$ cat src/rtl/lcwc_pkg.sv
// types and constants of the load cell weight conditioner
// no dependencies
package lcwc_pkg;

  localparam int unsigned SAMPLE_W = 24;
  localparam int unsigned GAIN_W   = 32;
  localparam int unsigned THR_W    = 23;
  localparam int unsigned MAG_W    = 24;
  localparam int unsigned ACC_W    = 28;
  localparam int unsigned CNT_W    = 4;
  localparam int unsigned STEP_W   = 5;
  localparam int unsigned CFG_IDX_W = 2;

  localparam logic [GAIN_W-1:0]   GAIN_RESET = 32'h0100_0000;
  localparam logic [SAMPLE_W-1:0] SAT_POS    = 24'h7F_FFFF;
  localparam logic [SAMPLE_W-1:0] SAT_NEG    = 24'h80_0000;
  localparam logic signed [SAMPLE_W-1:0] DEAD_HI = 24'sd128;
  localparam logic signed [SAMPLE_W-1:0] DEAD_LO = -24'sd128;

  typedef enum logic [CFG_IDX_W-1:0] {
    REG_GAIN_RECIP = 2'd0,
    REG_REF_A      = 2'd1,
    REG_REF_B      = 2'd2,
    REG_TAKE_THR   = 2'd3
  } cfg_reg_t;

  typedef struct packed {
    logic                req_type;
    logic                channel;
    logic [SAMPLE_W-1:0] raw_sample;
    logic                timed_out;
    logic                ir_level;
  } in_item_t;

  typedef struct packed {
    logic signed [SAMPLE_W-1:0] weight;
    logic                       take_detected;
    logic                       tare_done;
  } out_item_t;

endpackage

$ cat src/rtl/load_cell_weight_conditioner.sv
// Load cell weight conditioner: per-channel tare, reciprocal gain scaling, dead zone and
// two-tap average, take detection, and tare averaging over TARE_SAMPLES reads. One item in,
// one result out. A weigh item passes through setup, the 24 shift-add steps of the
// multiplier, rounding, filter and output; a timed-out weigh item goes from setup straight
// to output. A tare item goes to output directly, unless it closes a run with good reads, in
// which case the 28 restoring division steps and the offset write come first. Multiplier and
// divider share one 33-bit adder. The next item is taken once the result is in the output
// register; a result waits there, and the next item is taken while it waits. No clearing
// pass after reset. Config writes are taken every cycle.
// Depends on lcwc_pkg.
module load_cell_weight_conditioner #(
  parameter int unsigned CHANNELS     = 2,
  parameter int unsigned TARE_SAMPLES = 12
) (
  input  logic                                clk,
  input  logic                                rst_n,
  input  logic                                in_valid,
  output logic                                in_ready,
  input  lcwc_pkg::in_item_t                  in_data,
  output logic                                out_valid,
  input  logic                                out_ready,
  output lcwc_pkg::out_item_t                 out_data,
  input  logic                                cfg_valid,
  output logic                                cfg_ready,
  input  logic [lcwc_pkg::CFG_IDX_W-1:0]      cfg_index,
  input  logic [lcwc_pkg::GAIN_W-1:0]         cfg_data
);

  localparam int unsigned CH_W = (CHANNELS > 1) ? $clog2(CHANNELS) : 1;
  localparam int unsigned SW   = lcwc_pkg::SAMPLE_W;
  localparam int unsigned MW   = lcwc_pkg::MAG_W;
  localparam int unsigned AW   = lcwc_pkg::ACC_W;
  localparam int unsigned CW   = lcwc_pkg::CNT_W;
  localparam int unsigned PW   = lcwc_pkg::GAIN_W + lcwc_pkg::MAG_W;
  localparam int unsigned RW   = PW - 16;

  typedef enum logic [8:0] {
    S_IDLE = 9'b000000001,
    S_PREP = 9'b000000010,
    S_MUL  = 9'b000000100,
    S_RND  = 9'b000001000,
    S_FILT = 9'b000010000,
    S_OUT  = 9'b000100000,
    S_TACC = 9'b001000000,
    S_DIV  = 9'b010000000,
    S_TWR  = 9'b100000000
  } state_t;

  state_t state_r, state_nxt;

  // configuration
  logic [lcwc_pkg::GAIN_W-1:0] gain_r;
  logic signed [SW-1:0]        ref_a_r, ref_b_r;
  logic [lcwc_pkg::THR_W-1:0]  thr_r;

  // per-channel state
  logic [SW-1:0]        offset_r   [CHANNELS];
  logic [SW-1:0]        offset_nxt [CHANNELS];
  logic signed [SW-1:0] smooth_r   [CHANNELS];
  logic signed [SW-1:0] smooth_nxt [CHANNELS];
  logic [CHANNELS-1:0]  seeded_r, seeded_nxt;

  // tare run
  logic [AW-1:0] accum_r, accum_nxt;
  logic [CW-1:0] good_r, good_nxt;
  logic [CW-1:0] seen_r, seen_nxt;

  // datapath
  lcwc_pkg::in_item_t         item_r, item_nxt;
  logic [lcwc_pkg::STEP_W-1:0] step_r, step_nxt;
  logic [lcwc_pkg::GAIN_W-1:0] hi_r, hi_nxt;
  logic [MW-1:0]               lo_r, lo_nxt;
  logic                        neg_r, neg_nxt;
  logic [CW-1:0]               rem_r, rem_nxt;
  logic signed [SW-1:0]        scaled_r, scaled_nxt;
  logic signed [SW-1:0]        res_w_r, res_w_nxt;
  logic                        done_r, done_nxt;
  logic                        out_valid_r, out_valid_nxt;
  lcwc_pkg::out_item_t         out_data_r, out_data_nxt;

  // shared adder
  logic [32:0] add_a, add_b;
  logic        add_cin;
  logic [33:0] add_sum;

  logic [CH_W-1:0]      ch_idx;
  logic                 slot_free;
  logic [CW:0]          rem_sh;
  logic [SW:0]          diff_d;
  logic [SW:0]          sum_avg;
  logic [PW-1:0]        product;
  logic [RW-1:0]        prod_rnd;
  logic signed [SW-1:0] ref_sel;
  logic signed [SW+1:0] take_diff;
  logic                 take_hit;
  logic [AW-1:0]        tacc_sum;
  logic [CW-1:0]        good_inc, seen_inc;

  assign ch_idx    = (CHANNELS > 1) ? CH_W'(item_r.channel) : '0;
  assign slot_free = !out_valid_r || out_ready;
  assign in_ready  = (state_r == S_IDLE);
  assign cfg_ready = 1'b1;
  assign out_valid = out_valid_r;
  assign out_data  = out_data_r;

  assign rem_sh  = {rem_r, accum_r[AW-1]};
  assign add_sum = {1'b0, add_a} + {1'b0, add_b} + 34'(add_cin);

  always_comb begin
    if (state_r == S_DIV) begin
      add_a   = 33'(rem_sh);
      add_b   = ~(33'(rem_sh) ^ 33'(rem_sh) | 33'(good_r));
      add_cin = 1'b1;
    end else begin
      add_a   = {1'b0, hi_r};
      add_b   = {1'b0, gain_r};
      add_cin = 1'b0;
    end
  end

  assign diff_d   = {1'b0, item_r.raw_sample} - {1'b0, offset_r[ch_idx]};
  assign product  = {hi_r, lo_r};
  assign prod_rnd = product[PW-1:16] + RW'(product[15]);
  assign sum_avg  = {smooth_r[ch_idx][SW-1], smooth_r[ch_idx]} + {scaled_r[SW-1], scaled_r};
  assign ref_sel  = (ch_idx == '0) ? ref_a_r : ref_b_r;
  assign take_diff = $signed({{2{ref_sel[SW-1]}}, ref_sel})
                   - $signed({{2{res_w_r[SW-1]}}, res_w_r});
  assign take_hit = (take_diff >= $signed({3'b000, thr_r})) && !item_r.ir_level;
  assign tacc_sum = accum_r + AW'(item_r.raw_sample);
  assign good_inc = good_r + CW'(1);
  assign seen_inc = seen_r + CW'(1);

  always_comb begin
    state_nxt     = state_r;
    offset_nxt    = offset_r;
    smooth_nxt    = smooth_r;
    seeded_nxt    = seeded_r;
    accum_nxt     = accum_r;
    good_nxt      = good_r;
    seen_nxt      = seen_r;
    item_nxt      = item_r;
    step_nxt      = step_r;
    hi_nxt        = hi_r;
    lo_nxt        = lo_r;
    neg_nxt       = neg_r;
    rem_nxt       = rem_r;
    scaled_nxt    = scaled_r;
    res_w_nxt     = res_w_r;
    done_nxt      = done_r;
    out_valid_nxt = out_valid_r && !out_ready;
    out_data_nxt  = out_data_r;

    case (state_r)
      S_IDLE: begin
        if (in_valid) begin
          item_nxt  = in_data;
          state_nxt = in_data.req_type ? S_TACC : S_PREP;
        end
      end
      S_PREP: begin
        done_nxt = 1'b0;
        step_nxt = '0;
        hi_nxt   = '0;
        neg_nxt  = diff_d[SW];
        lo_nxt   = diff_d[SW] ? MW'(~diff_d + 1'b1) : MW'(diff_d);
        if (item_r.timed_out) begin
          res_w_nxt = seeded_r[ch_idx] ? smooth_r[ch_idx] : '0;
          state_nxt = S_OUT;
        end else begin
          state_nxt = S_MUL;
        end
      end
      S_MUL: begin
        if (lo_r[0]) begin
          hi_nxt = add_sum[32:1];
          lo_nxt = {add_sum[0], lo_r[MW-1:1]};
        end else begin
          hi_nxt = {1'b0, hi_r[lcwc_pkg::GAIN_W-1:1]};
          lo_nxt = {hi_r[0], lo_r[MW-1:1]};
        end
        step_nxt = step_r + 1'b1;
        if (step_r == lcwc_pkg::STEP_W'(MW - 1)) begin
          state_nxt = S_RND;
        end
      end
      S_RND: begin
        if (neg_r) begin
          scaled_nxt = (prod_rnd > RW'(24'h80_0000)) ? lcwc_pkg::SAT_NEG
                                                   : (~prod_rnd[SW-1:0]) + 1'b1;
        end else begin
          scaled_nxt = (prod_rnd > RW'(lcwc_pkg::SAT_POS)) ? lcwc_pkg::SAT_POS
                                                          : prod_rnd[SW-1:0];
        end
        state_nxt = S_FILT;
      end
      S_FILT: begin
        seeded_nxt[ch_idx] = 1'b1;
        if ((scaled_r > lcwc_pkg::DEAD_LO) && (scaled_r < lcwc_pkg::DEAD_HI)) begin
          smooth_nxt[ch_idx] = '0;
          res_w_nxt          = '0;
        end else if (!seeded_r[ch_idx]) begin
          smooth_nxt[ch_idx] = scaled_r;
          res_w_nxt          = scaled_r;
        end else begin
          smooth_nxt[ch_idx] = sum_avg[SW:1];
          res_w_nxt          = sum_avg[SW:1];
        end
        state_nxt = S_OUT;
      end
      S_OUT: begin
        if (slot_free) begin
          out_valid_nxt              = 1'b1;
          out_data_nxt.weight        = res_w_r;
          out_data_nxt.take_detected = !item_r.req_type && take_hit;
          out_data_nxt.tare_done     = done_r;
          state_nxt                  = S_IDLE;
        end
      end
      S_TACC: begin
        res_w_nxt = '0;
        done_nxt  = 1'b0;
        seen_nxt  = seen_inc;
        if (!item_r.timed_out) begin
          accum_nxt = tacc_sum;
          good_nxt  = good_inc;
        end
        state_nxt = S_OUT;
        if (seen_inc >= CW'(TARE_SAMPLES)) begin
          if (good_nxt != '0) begin
            step_nxt  = '0;
            rem_nxt   = '0;
            state_nxt = S_DIV;
          end else begin
            accum_nxt = '0;
            seen_nxt  = '0;
            done_nxt  = 1'b1;
          end
        end
      end
      S_DIV: begin
        rem_nxt   = add_sum[33] ? add_sum[CW-1:0] : rem_sh[CW-1:0];
        accum_nxt = {accum_r[AW-2:0], add_sum[33]};
        step_nxt  = step_r + 1'b1;
        if (step_r == lcwc_pkg::STEP_W'(AW - 1)) begin
          state_nxt = S_TWR;
        end
      end
      S_TWR: begin
        offset_nxt[ch_idx] = accum_r[SW-1:0];
        accum_nxt          = '0;
        good_nxt           = '0;
        seen_nxt           = '0;
        done_nxt           = 1'b1;
        state_nxt          = S_OUT;
      end
      default: begin
        state_nxt = S_IDLE;
      end
    endcase
  end

  always_ff @(posedge clk) begin
    if (!rst_n) begin
      state_r     <= S_IDLE;
      out_valid_r <= 1'b0;
      gain_r      <= lcwc_pkg::GAIN_RESET;
      ref_a_r     <= '0;
      ref_b_r     <= '0;
      thr_r       <= '0;
      seeded_r    <= '0;
      accum_r     <= '0;
      good_r      <= '0;
      seen_r      <= '0;
      for (int i = 0; i < CHANNELS; i++) begin
        offset_r[i] <= '0;
        smooth_r[i] <= '0;
      end
    end else begin
      state_r     <= state_nxt;
      out_valid_r <= out_valid_nxt;
      seeded_r    <= seeded_nxt;
      accum_r     <= accum_nxt;
      good_r      <= good_nxt;
      seen_r      <= seen_nxt;
      offset_r    <= offset_nxt;
      smooth_r    <= smooth_nxt;
      if (cfg_valid) begin
        case (lcwc_pkg::cfg_reg_t'(cfg_index))
          lcwc_pkg::REG_GAIN_RECIP: gain_r  <= cfg_data;
          lcwc_pkg::REG_REF_A:      ref_a_r <= cfg_data[SW-1:0];
          lcwc_pkg::REG_REF_B:      ref_b_r <= cfg_data[SW-1:0];
          lcwc_pkg::REG_TAKE_THR:   thr_r   <= cfg_data[lcwc_pkg::THR_W-1:0];
          default: ;
        endcase
      end
    end
  end

  always_ff @(posedge clk) begin
    item_r     <= item_nxt;
    step_r     <= step_nxt;
    hi_r       <= hi_nxt;
    lo_r       <= lo_nxt;
    neg_r      <= neg_nxt;
    rem_r      <= rem_nxt;
    scaled_r   <= scaled_nxt;
    res_w_r    <= res_w_nxt;
    done_r     <= done_nxt;
    out_data_r <= out_data_nxt;
  end

endmodule

$ cat config.mk
export PLATFORM = sky130hd
export DESIGN_NAME = load_cell_weight_conditioner
export DESIGN_NICKNAME = d
export VERILOG_FILES = /design/src/rtl/lcwc_pkg.sv /design/src/rtl/load_cell_weight_conditioner.sv
export SDC_FILE = /design/constraint.sdc
export NUM_CORES = 1
export LEC_CHECK = 0
export ABC_CLOCK_PERIOD_IN_PS = 6100
export BUFFER_PORTS_ARGS = -buffer_cell sky130_fd_sc_hd__buf_2
export CELL_PAD_IN_SITES_DETAIL_PLACEMENT = 0
export CELL_PAD_IN_SITES_GLOBAL_PLACEMENT = 1
export CORE_UTILIZATION = 50
export CTS_BUF_LIST = sky130_fd_sc_hd__clkbuf_4
export DETAILED_ROUTE_END_ITERATION = 10
export PLACE_DENSITY = 0.85
export SLEW_MARGIN = 30
export SYNTH_ARGS = -nofsm -noshare
export SYNTH_HDL_FRONTEND = slang
export SYNTH_SLANG_ARGS = --single-unit
$ cat constraint.sdc
create_clock -name clk -period 6.1 [get_ports clk]
set_clock_uncertainty 0.05 [all_clocks]
set_input_delay 0.305 -clock clk [delete_from_list [all_inputs] [get_ports clk]]
set_output_delay 0.305 -clock clk [all_outputs]
set_load 0.05 [all_outputs]
# After elaboration in Yosys (flattened, before gate mapping)
# Index checks and enable logic that the tools add are counted.
totals:
  register_bits: 416
  input_bits: 67
  out_inout_bits: 29
op_classes:
  order_cmp: 10
  add_sub_neg: 12
  reduce_logical: 32
  n_mux: 65
  bitwise_logic: 9
  n_eq_ne: 21
op_table:
  columns: ["operator", "count"]
  rows:
  - ["two-way mux 24 bit", 17]
  - ["bitwise mux 48 bit", 3]
  - ["two-way mux 48 bit", 2]
  - ["two-way mux 28 bit", 3]
  - ["case mux 28 bit (3 select lines)", 1]
  - ["case mux 24 bit (3 select lines)", 1]
  - ["case mux 9 bit (8 select lines)", 1]
  - ["two-way mux 32 bit", 2]
  - ["case mux 32 bit (2 select lines)", 1]
  - ["subtractor 24 x 24 -> 25 bit", 2]
  - ["adder 24 x 1 -> 24 bit (second input constant)", 2]
  - ["AND 48 bit", 1]
  - ["inverter 24 bit", 2]
  - ["inverter 48 bit", 1]
  - ["case mux 24 bit (2 select lines)", 1]
  - ["adder 40 x 1 -> 40 bit", 1]
  - ["> comparator 40 x 23 -> 1 bit (second input constant)", 1]
  - ["> comparator 40 x 24 -> 1 bit (second input constant)", 1]
  - ["two-way mux 9 bit", 4]
  - ["adder 33 x 33 -> 34 bit", 1]
  - ["adder 34 x 1 -> 34 bit", 1]
  - ["two-way mux 33 bit", 1]
  - ["inverter 5 -> 33 bit", 1]
  - ["adder 28 x 24 -> 28 bit", 1]
  - ["51 further kinds", 97]

# Longest topological paths before layout
# Gate-level depths: netlist (run 1).
logic_depth:
  ltp_word: 9
  depth_mapped: 28
  mapped_depth_nobuf: 24

# Worst setup path after synthesis (run 1)
# Ideal clock, no wire load.
synth_timing:
  path_type: "register to register"
  from: "reg item_r, in the netlist ch_idx"
  to: "reg out_data_r, in the netlist out_data[1], data pin"
  path_slack_ns: 0.614
  arrival_time_ns: 5.181
  required_time_ns: 5.795
  n_path_buf: 4
  period_less_slack_ns: 5.486
  path_stages_with_launch: 29
  path_cell_list: "edfxtp_1 -> clkbuf_1 -> clkbuf_1 -> clkbuf_1 -> clkbuf_1 -> mux2i_1 -> ha_1 -> inv_1 -> fa_1 -> a21o_1 -> a21oi_1 -> nor2b_1 -> o21a_1 -> o21ai_0 -> nand2b_1 -> a21oi_1 -> nor2b_1 -> o21ai_0 -> a221oi_1 -> ha_1 -> a21o_1 -> a21o_1 -> a21oi_1 -> nand3_1 -> nand4_1 -> a211oi_1 -> a211oi_1 -> a21oi_1 -> and3_1"
synth_via:
  elab_chain_cells: 5
synth_rtl:
  columns: ["element", "line", "rtl"]
  rows:
  - ["from (decl)", "load_cell_weight_conditioner.sv:69", "lcwc_pkg::in_item_t item_r, item_nxt;"]
  - ["from (signal assigned)", "load_cell_weight_conditioner.sv:300", "item_r <= item_nxt;"]
  - ["two-way mux 24 bit", "load_cell_weight_conditioner.sv:125", "assign ref_sel = (ch_idx == '0) ? ref_a_r : ref_b_r;"]
  - ["subtractor 24 x 24 -> 25 bit", "load_cell_weight_conditioner.sv:127", "- $signed({{2{res_w_r[SW-1]}}, res_w_r});"]
  - [">= comparator 25 x 24 -> 1 bit", "load_cell_weight_conditioner.sv:128", "assign take_hit = (take_diff >= $signed({3'b000, thr_r})) && !item_r.ir_level;"]
  - ["logical AND 1 bit", "load_cell_weight_conditioner.sv:128", null]
  - ["logical AND 1 bit", "load_cell_weight_conditioner.sv:214", "out_data_nxt.take_detected = !item_r.req_type && take_hit;"]
  - ["to (signal assigned)", "load_cell_weight_conditioner.sv:309", "out_data_r <= out_data_nxt;"]
  - ["to (decl)", "load_cell_weight_conditioner.sv:79", "lcwc_pkg::out_item_t out_data_r, out_data_nxt;"]
# No other way between the ends.
# A chain may end at the register's enable or synchronous reset.

# Worst setup path after layout (run 1)
layout_timing:
  from: "reg state_r[0]"
  to: "reg hi_r[31] (netlist name), data pin"
layout_via:
  elab_chain_cells: 6
  word_cells_on_any_way: 10
layout_rtl:
  columns: ["element", "line", "rtl"]
  rows:
  - ["from (decl)", "load_cell_weight_conditioner.sv:49", "state_t state_r, state_nxt;"]
  - ["from (signal assigned)", "load_cell_weight_conditioner.sv:279", "state_r <= state_nxt;"]
  - ["equality test 9 x 8 -> 1 bit", "load_cell_weight_conditioner.sv:110", "if (state_r == S_DIV) begin"]
  - ["two-way mux 32 bit or two-way mux 33 bit (tied branches)", "load_cell_weight_conditioner.sv:110", null]
  - ["adder 33 x 33 -> 34 bit", "load_cell_weight_conditioner.sv:107", "assign add_sum = {1'b0, add_a} + {1'b0, add_b} + 34'(add_cin);"]
  - ["adder 34 x 1 -> 34 bit", "load_cell_weight_conditioner.sv:107", null]
  - ["two-way mux 32 bit", "load_cell_weight_conditioner.sv:174", "if (lo_r[0]) begin"]
  - ["case mux 32 bit (2 select lines) *", "load_cell_weight_conditioner.sv:153", "case (state_r)"]
  - ["to (signal assigned)", "load_cell_weight_conditioner.sv:302", "hi_r <= hi_nxt;"]
  - ["to (decl)", "load_cell_weight_conditioner.sv:71", "logic [lcwc_pkg::GAIN_W-1:0] hi_r, hi_nxt;"]
# Every way passes the cells marked *; elsewhere a longest branch is shown, timed or not.

==> results.ini, run 1 <==
[pwr]
comb_power_share_pct = 12.9
clkPwrFrac_pct = 40.7
intPower_w = 0.00471
p_sw_share_pct = 27.6
leakage_nw = 11.6
p_seq_share_pct = 46.3
switching_power_w = 0.00180
powerDensity_nw_per_um2 = 219
peakVddDrop_uv = 195

[critical_path]
critPathMaxFanout = 39
reg2reg_from = state_r[0]$_SDFFE_PN1P_
arrival_ps = 6130
reg2reg_depth = 18
r2r_end = hi_r[31]$_SDFFCE_PN0P_
cp.required_ps = 6650
cp-start-kind = flop
worst-r2r-setup-slack_ps = 520
setup.worst_path.class = flop to flop
cp-end-kind = flop

[clocking]
cts.sinks = 416
clock_latency_ps = 930
tritoncts = done
clockRootBuffer = clkbuf_4
h-tree-depth = 3
cts_setup_buffers = 0
numCtsBuffers = 111
clk_pin_slew_ps = 60
clk_path_buf_depth = 3

[synth]
synthArstFlopShare_pct = 0
syn_nets = 3280
yosys_warnings = 0
ys_seq_elements = 416
syn-cell-area_um2 = 26200
synthCells = 3050
synth.distinct_cells = 91
ys_seq_area_share_pct = 38.2
synth_flop_cell = dfxtp_1
synth-edff-count = 169
syn-mean-instance-area_um2 = 8.59

[timing]
finalSetupViolCount = 0
final-max-slew-violation-count = 0
rsz0062_at_grt = no
max_freq_mhz = 179
worst_pin_slew_ps = 960
relSlewSlack_pct = 35.9
finalCritPeriodShare_pct = 91.5
final.setup.tns_ps = 0
period_minus_slack_ps = 5580
setup_slack_ps = 517
final_hold_viol_count = 0

[floorplanning]
fp.dieW_um = 231
row_count = 83
core_area_um2 = 51500
io-pin-count = 96
die_h_um = 231
dieArea_um2 = 53300
initial_core_util_pct = 50.9

[final_layout]
fill_cells = 4730
syn2layout_area_growth_pct = 13.3
final_cells = 4011
seq_area_um2 = 10000
drive_gt1_share_pct = 14.2
nets = 3458
multiInputGateArea_um2 = 15300

[route]
drt-vias-per-instance = 5.79
dr_total_vias = 23200
drtAntennaViolNets = 0
drt_wl_total_um = 75800
met2_length_um = 35600
first_iter_violations = 1640
wl_per_cell_um = 18.9
top_layer_used = met4
drcViolationCount = 0
wirelength_met1_um = 34200
drtPass1Iterations = 5
wl_met3_um = 4300

[grt]
antenna_found_initial = 2
grt_pass1_vias = 22200
overflow = 0
grtUsageTotal_pct = 28.2
grt_max_degree = 126
grt_pass1_wl_um = 120000

[min_path]
whs_path_depth = 2
hold_end = item_r[15]$_DFFE_PP_
min-delay-start = in_data[15]
hp-class = primary input to flop

[placed_design]
dpl.hpwl_um = 54000
portBuffers = 94
dp.cells = 3718
dpl_worst_slack_ps = 305
place_congestion = 0.890

[status]
status = completed

[run]
drv_cap = 0

-- through the flow --
step	utilization [%]	cell area, µm²	hold slack, ps	total power (W)
after floorplan	-	26200	331	0.00365
after global placement	53.0	27300	379	0.00385
after detailed placement	53.1	27300	381	0.00387
after CTS	57.5	29600	1.13	0.00656
after global routing	57.6	29700	25.3	0.00680
final	57.6	29700	62.4	0.00650
-- synth_stat cells, drive strengths merged, types with 62 or more instances --
| cell type | number | area, µm² |
|---|---|---|
| xnor2 | 111 | 972 |
| mux2 | 62 | 702 |
| edfxtp | 169 | 5070 |
| a21oi | 326 | 1630 |
| xor2 | 62 | 543 |
| mux2i | 75 | 751 |
| o21ai | 135 | 679 |
| inv | 97 | 364 |
| ha | 157 | 1960 |
| nand3 | 62 | 315 |
| nor2 | 238 | 893 |
| nand2 | 508 | 1910 |
| clkbuf | 128 | 490 |
| dfxtp | 247 | 4940 |
-- sequential cells by signal, summed over array words and instances (netlist names), 23 cells and up --
name      flops
ref_a_r      24
res_w_r      24
hi_r         32
accum_r      28
smooth_r     48
gain_r       32
offset_r     48
ref_b_r      24
out_data     26
scaled_r     24
thr_r        23
lo_r         24
item_r       27
-- layer usage --
layer / vias to the layer above / track usage (%)
li1: 11400 / -
met5: - / 0
met4: 0 / 8.51
met1: 11000 / 37.7
met3: 127 / 4.15
met2: 721 / 47.0
-- cell type report --
type / instances / share of cell area [%]
Antenna cell: 6 / 0.0506
Clock buffer: 175 / 4.43
Clock inverter: 35 / 0.738
Inverter: 99 / 1.27
Multi-Input combinational cell: 2390 / 51.6
Sequential cell: 416 / 33.8
Tap cell: 680 / 2.87
Timing Repair Buffer: 210 / 5.25
-- critical path, stage by stage, from the launching register on --
cell	delay [ps]
dfxtp_1	330
nor4_1	420
nand2_1	250
nor4b_4	460
buf_6	320
o21ai_0	140
fa_1	420
fa_1	420
nor2b_1	160
o31a_1	200
nor4_1	80
o31a_1	330
o21ai_0	440
a41oi_1	260
nor4b_1	220
o31ai_1	410
o41ai_1	130
xnor2_1	180
nor2_1	50
-- how the worst max path moves through the flow --
stage	startpoint	endpoint	slack, ps	cells after the start
global placement	state_r[0]$_SDFFE_PN1P_	hi_r[31]$_SDFFCE_PN0P_	450	19
finish	state_r[0]$_SDFFE_PN1P_	hi_r[31]$_SDFFCE_PN0P_	520	18
detailed placement	state_r[0]$_SDFFE_PN1P_	hi_r[31]$_SDFFCE_PN0P_	310	18
CTS	state_r[0]$_SDFFE_PN1P_	hi_r[31]$_SDFFCE_PN0P_	240	18
floorplan	ch_idx$_DFFE_PP_	out_data[1]$_DFFE_PP_	610	28
global route	state_r[0]$_SDFFE_PN1P_	hi_r[31]$_SDFFCE_PN0P_	30	19
-- kinds of logic (layout without fill, tap and decap cells) --
logic type	after synthesis	in the layout	share of synthesized area, %
xor+xnor	173	173	5.78
mux	137	137	5.54
other cells	1	7	0.0143
buf+inv	244	519	3.63
simple gates	1139	1139	20.3
fa+ha+maj	163	163	7.96
compound gates	777	777	18.6
flops	416	416	38.2
-- placed cells by master, fill, tap and decap left out, types with 77 or more instances in the layout --
master / n
a21oi_1: 324
dfxtp_1: 247
nor2_1: 235
xnor2_1: 111
dlygate4sd3_1: 77
nand2_1: 504
edfxtp_1: 169
inv_1: 96
ha_1: 157
buf_2: 94
o21ai_0: 133
clkbuf_4: 175
-- repair_timing --
action                                  4_1_cts  5_1_grt
hold endpoints to repair                    149        0
resized for setup                             0        2
endpoints found under the setup margin        0        2
hold buffers                                 77        0
-- power groups by stage --
stage / sequential (W) / clock, W / combinational (W)
global route: 0.00302 / 0.00285 / 0.000932
floorplan: 0.00305 / 0 / 0.000597
finish: 0.00301 / 0.00265 / 0.000842
global placement: 0.00307 / 0 / 0.000776
detailed placement: 0.00307 / 0 / 0.000795
CTS: 0.00301 / 0.00271 / 0.000835
(Power assumes the default switching activity.)
==> run 2: changes to the inputs <==
ABC_CLOCK_PERIOD_IN_PS = 6860   (was 6100)
CORE_UTILIZATION = 54   (was 50)
PLACE_DENSITY = 0.91   (was 0.85)
clock period = 6.86 ns   (was 6.1 ns; I/O delays follow)
==> results.ini, run 2 (same netlist as run 1, synthesis figures left out) <==
[status]
status = completed

[critical_path]
setup.worst_path.class = flop to flop
cp-start-kind = flop
cpLargestDelayFamily = compound AO/OA/AOI/OAI gates
cp.required_ps = 7430  ; +780 ps
critical_path.max_stage_delay_ps = 470  ; about the same
cp-end-kind = flop
critPathMaxFanout = 103  ; +160%
crit_cells = 18  ; unchanged
crit_buf_inv = 1  ; unchanged
reg2reg_depth = 18  ; unchanged
crit_chain = nor4_1, nand2_1, nor4b_2, buf_12, nand2_1, a21boi_0, fa_1, fa_1, nor2b_1, o31a_1, nor4_1, o31a_1, o21ai_0, a41oi_1, nor4b_1, o31ai_1, o21ai_0, a32o_1
slowest_stage = fa_1
reg2reg_from = state_r[1]$_SDFFE_PN0P_
r2r_end = hi_r[29]$_SDFFCE_PN0P_
worst-r2r-setup-slack_ps = 930  ; +410 ps
arrival_ps = 6510  ; +380 ps

[pwr]
powerDensity_nw_per_um2 = 192  ; -13%
peakVddDrop_uv = 163  ; -17%
p_sw_share_pct = 27.4  ; -0.26 points
p_seq_share_pct = 47.5  ; +1.2 points
leakage_nw = 11.5  ; -0.96%
intPower_w = 0.00409  ; -13%
comb_power_share_pct = 13.2  ; +0.3 points
switching_power_w = 0.00154  ; -14%
clkPwrFrac_pct = 39.3  ; -1.4 points

[grt]
grt_pass1_wl_um = 119000  ; -0.78%
grt_max_degree = 114  ; -9.5%
grtUsageTotal_pct = 29.8  ; +1.5 points
grt_pass1_vias = 23100  ; +3.6%
overflow = 0  ; unchanged
met3_usage_pct = 5.28  ; +1.1 points
grt.busiest_layer = met2
grt_use_met2_pct = 50.3  ; +3.3 points
antenna_found_initial = 2  ; unchanged
met1_usage_pct = 37.8  ; +0.050 points

[timing]
relSlewSlack_pct = 34.0  ; -1.9 points
finalSetupViolCount = 0  ; unchanged
max_freq_mhz = 169  ; -5.9%
period_minus_slack_ps = 5930  ; +349 ps
rsz0062_at_grt = no
finalCritPeriodShare_pct = 86.5  ; -5.0 points
final-max-slew-violation-count = 0  ; unchanged
final.setup.tns_ps = 0  ; unchanged
final_hold_viol_count = 0  ; unchanged
worst_pin_slew_ps = 991  ; +30.3 ps

[placed_design]
dp.cells = 3643  ; -2.0%
portBuffers = 94  ; unchanged
dpl.hpwl_um = 51700  ; -4.3%
place_congestion = 0.926  ; +4.0%
postPlaceCellArea_um2 = 27200  ; -0.60%

[final_layout]
final_cells = 3919  ; -2.3%
final_cell_mix = nand2_1, a21oi_1, dfxtp_1
syn2layout_area_growth_pct = 12.1
fill_cells = 4200  ; -11%
nets = 3443  ; -0.43%
layout_commonest_cell = nand2_1
drive_gt1_share_pct = 13.7  ; -0.50 points
reg.largest.list = offset_r x48, smooth_r x48
finalInstanceArea_um2 = 29400  ; -1.1%

[floorplanning]
row_count = 80  ; -3.6%
dieArea_um2 = 49400  ; -7.3%
initial_core_util_pct = 54.8  ; +3.9 points
core_area_um2 = 47800  ; -7.1%
fp.dieW_um = 222  ; -3.7%
die_h_um = 222  ; -3.7%
io-pin-count = 96  ; unchanged

[min_path]
whs_path_depth = 2  ; unchanged
hold_end = item_r[21]$_DFFE_PP_
min-delay-start = in_data[21]
hp-class = primary input to flop

[route]
first_iter_violations = 1874  ; +14%
drtPass1Iterations = 8  ; +3
wl_per_cell_um = 18.8  ; -0.56%
drt_wl_total_um = 73600  ; -2.8%
dr_total_vias = 23300  ; +0.38%
drtAntennaViolNets = 0  ; unchanged
drt-vias-per-instance = 5.95  ; +2.7%
drcViolationCount = 0  ; unchanged

[clocking]
clockRootBuffer = clkbuf_4
clk_pin_slew_ps = 80  ; +20 ps
clock_latency_ps = 890  ; -40 ps
numCtsBuffers = 108  ; -2.7%
cts.sinks = 416  ; unchanged
clk_path_buf_depth = 3  ; unchanged
tritoncts = done
cts_setup_buffers = 0  ; unchanged
h-tree-depth = 3  ; unchanged

[run]
drv_cap = 0  ; unchanged

-- run 2: per-layer routing --
metal,vias up,share of wire (%)
met4,0,3.1
met2,804,47
met5,-,0
li1,11300,-
met1,11000,43
met3,175,6.3
-- run 2: through the flow --
stage | hold slack [ps] | util, % | setup slack (ps) | total power (W)
after global placement | 380 | 56.7 | 1190 | 0.00341
after detailed placement | 393 | 56.8 | 1060 | 0.00343
after global routing | 57.7 | 61.4 | 494 | 0.00588
after CTS | 50.0 | 61.3 | 975 | 0.00567
final | 114 | 61.4 | 927 | 0.00563
after floorplan | 350 | - | 1370 | 0.00324
-- run 2: repair_timing --
action	in CTS	in global routing
gates resized for setup	0	0
endpoints found under the setup margin	0	0
hold endpoints to repair	152	0
hold buffers	75	0
-- run 2: how the worst max path moves through the flow --
| stage | from | end | slack (ps) |
|---|---|---|---|
| 2_1_floorplan | ch_idx$_DFFE_PP_ | out_data[1]$_DFFE_PP_ | 1370 |
| 5_1_grt | state_r[1]$_SDFFE_PN0P_ | hi_r[31]$_SDFFCE_PN0P_ | 490 |
| 3_3_place_gp | state_r[0]$_SDFFE_PN1P_ | hi_r[31]$_SDFFCE_PN0P_ | 1190 |
| 4_1_cts | state_r[1]$_SDFFE_PN0P_ | hi_r[29]$_SDFFCE_PN0P_ | 970 |
| 3_5_place_dp | state_r[0]$_SDFFE_PN1P_ | hi_r[29]$_SDFFCE_PN0P_ | 1060 |
| 6_report | state_r[1]$_SDFFE_PN0P_ | hi_r[29]$_SDFFCE_PN0P_ | 930 |
-- run 2: power groups by stage --
stage | registers, W | logic [W] | clock network, W
3_5_place_dp | 0.00273 | 0.000697 | 0
3_3_place_gp | 0.00273 | 0.000680 | 0
6_report | 0.00268 | 0.000741 | 0.00221
2_1_floorplan | 0.00271 | 0.000531 | 0
4_1_cts | 0.00267 | 0.000733 | 0.00226
5_1_grt | 0.00268 | 0.000820 | 0.00238
-- run 2: final cells by class --
type	instances	area (µm²)	area share (%)
Antenna cell	3	7.51	0.0256
Clock buffer	161	1210	4.12
Clock inverter	37	216	0.737
Inverter	99	377	1.28
Multi-Input combinational cell	2390	15300	52.1
Sequential cell	416	10000	34.1
Tap cell	615	769	2.62
Timing Repair Buffer	198	1460	4.98
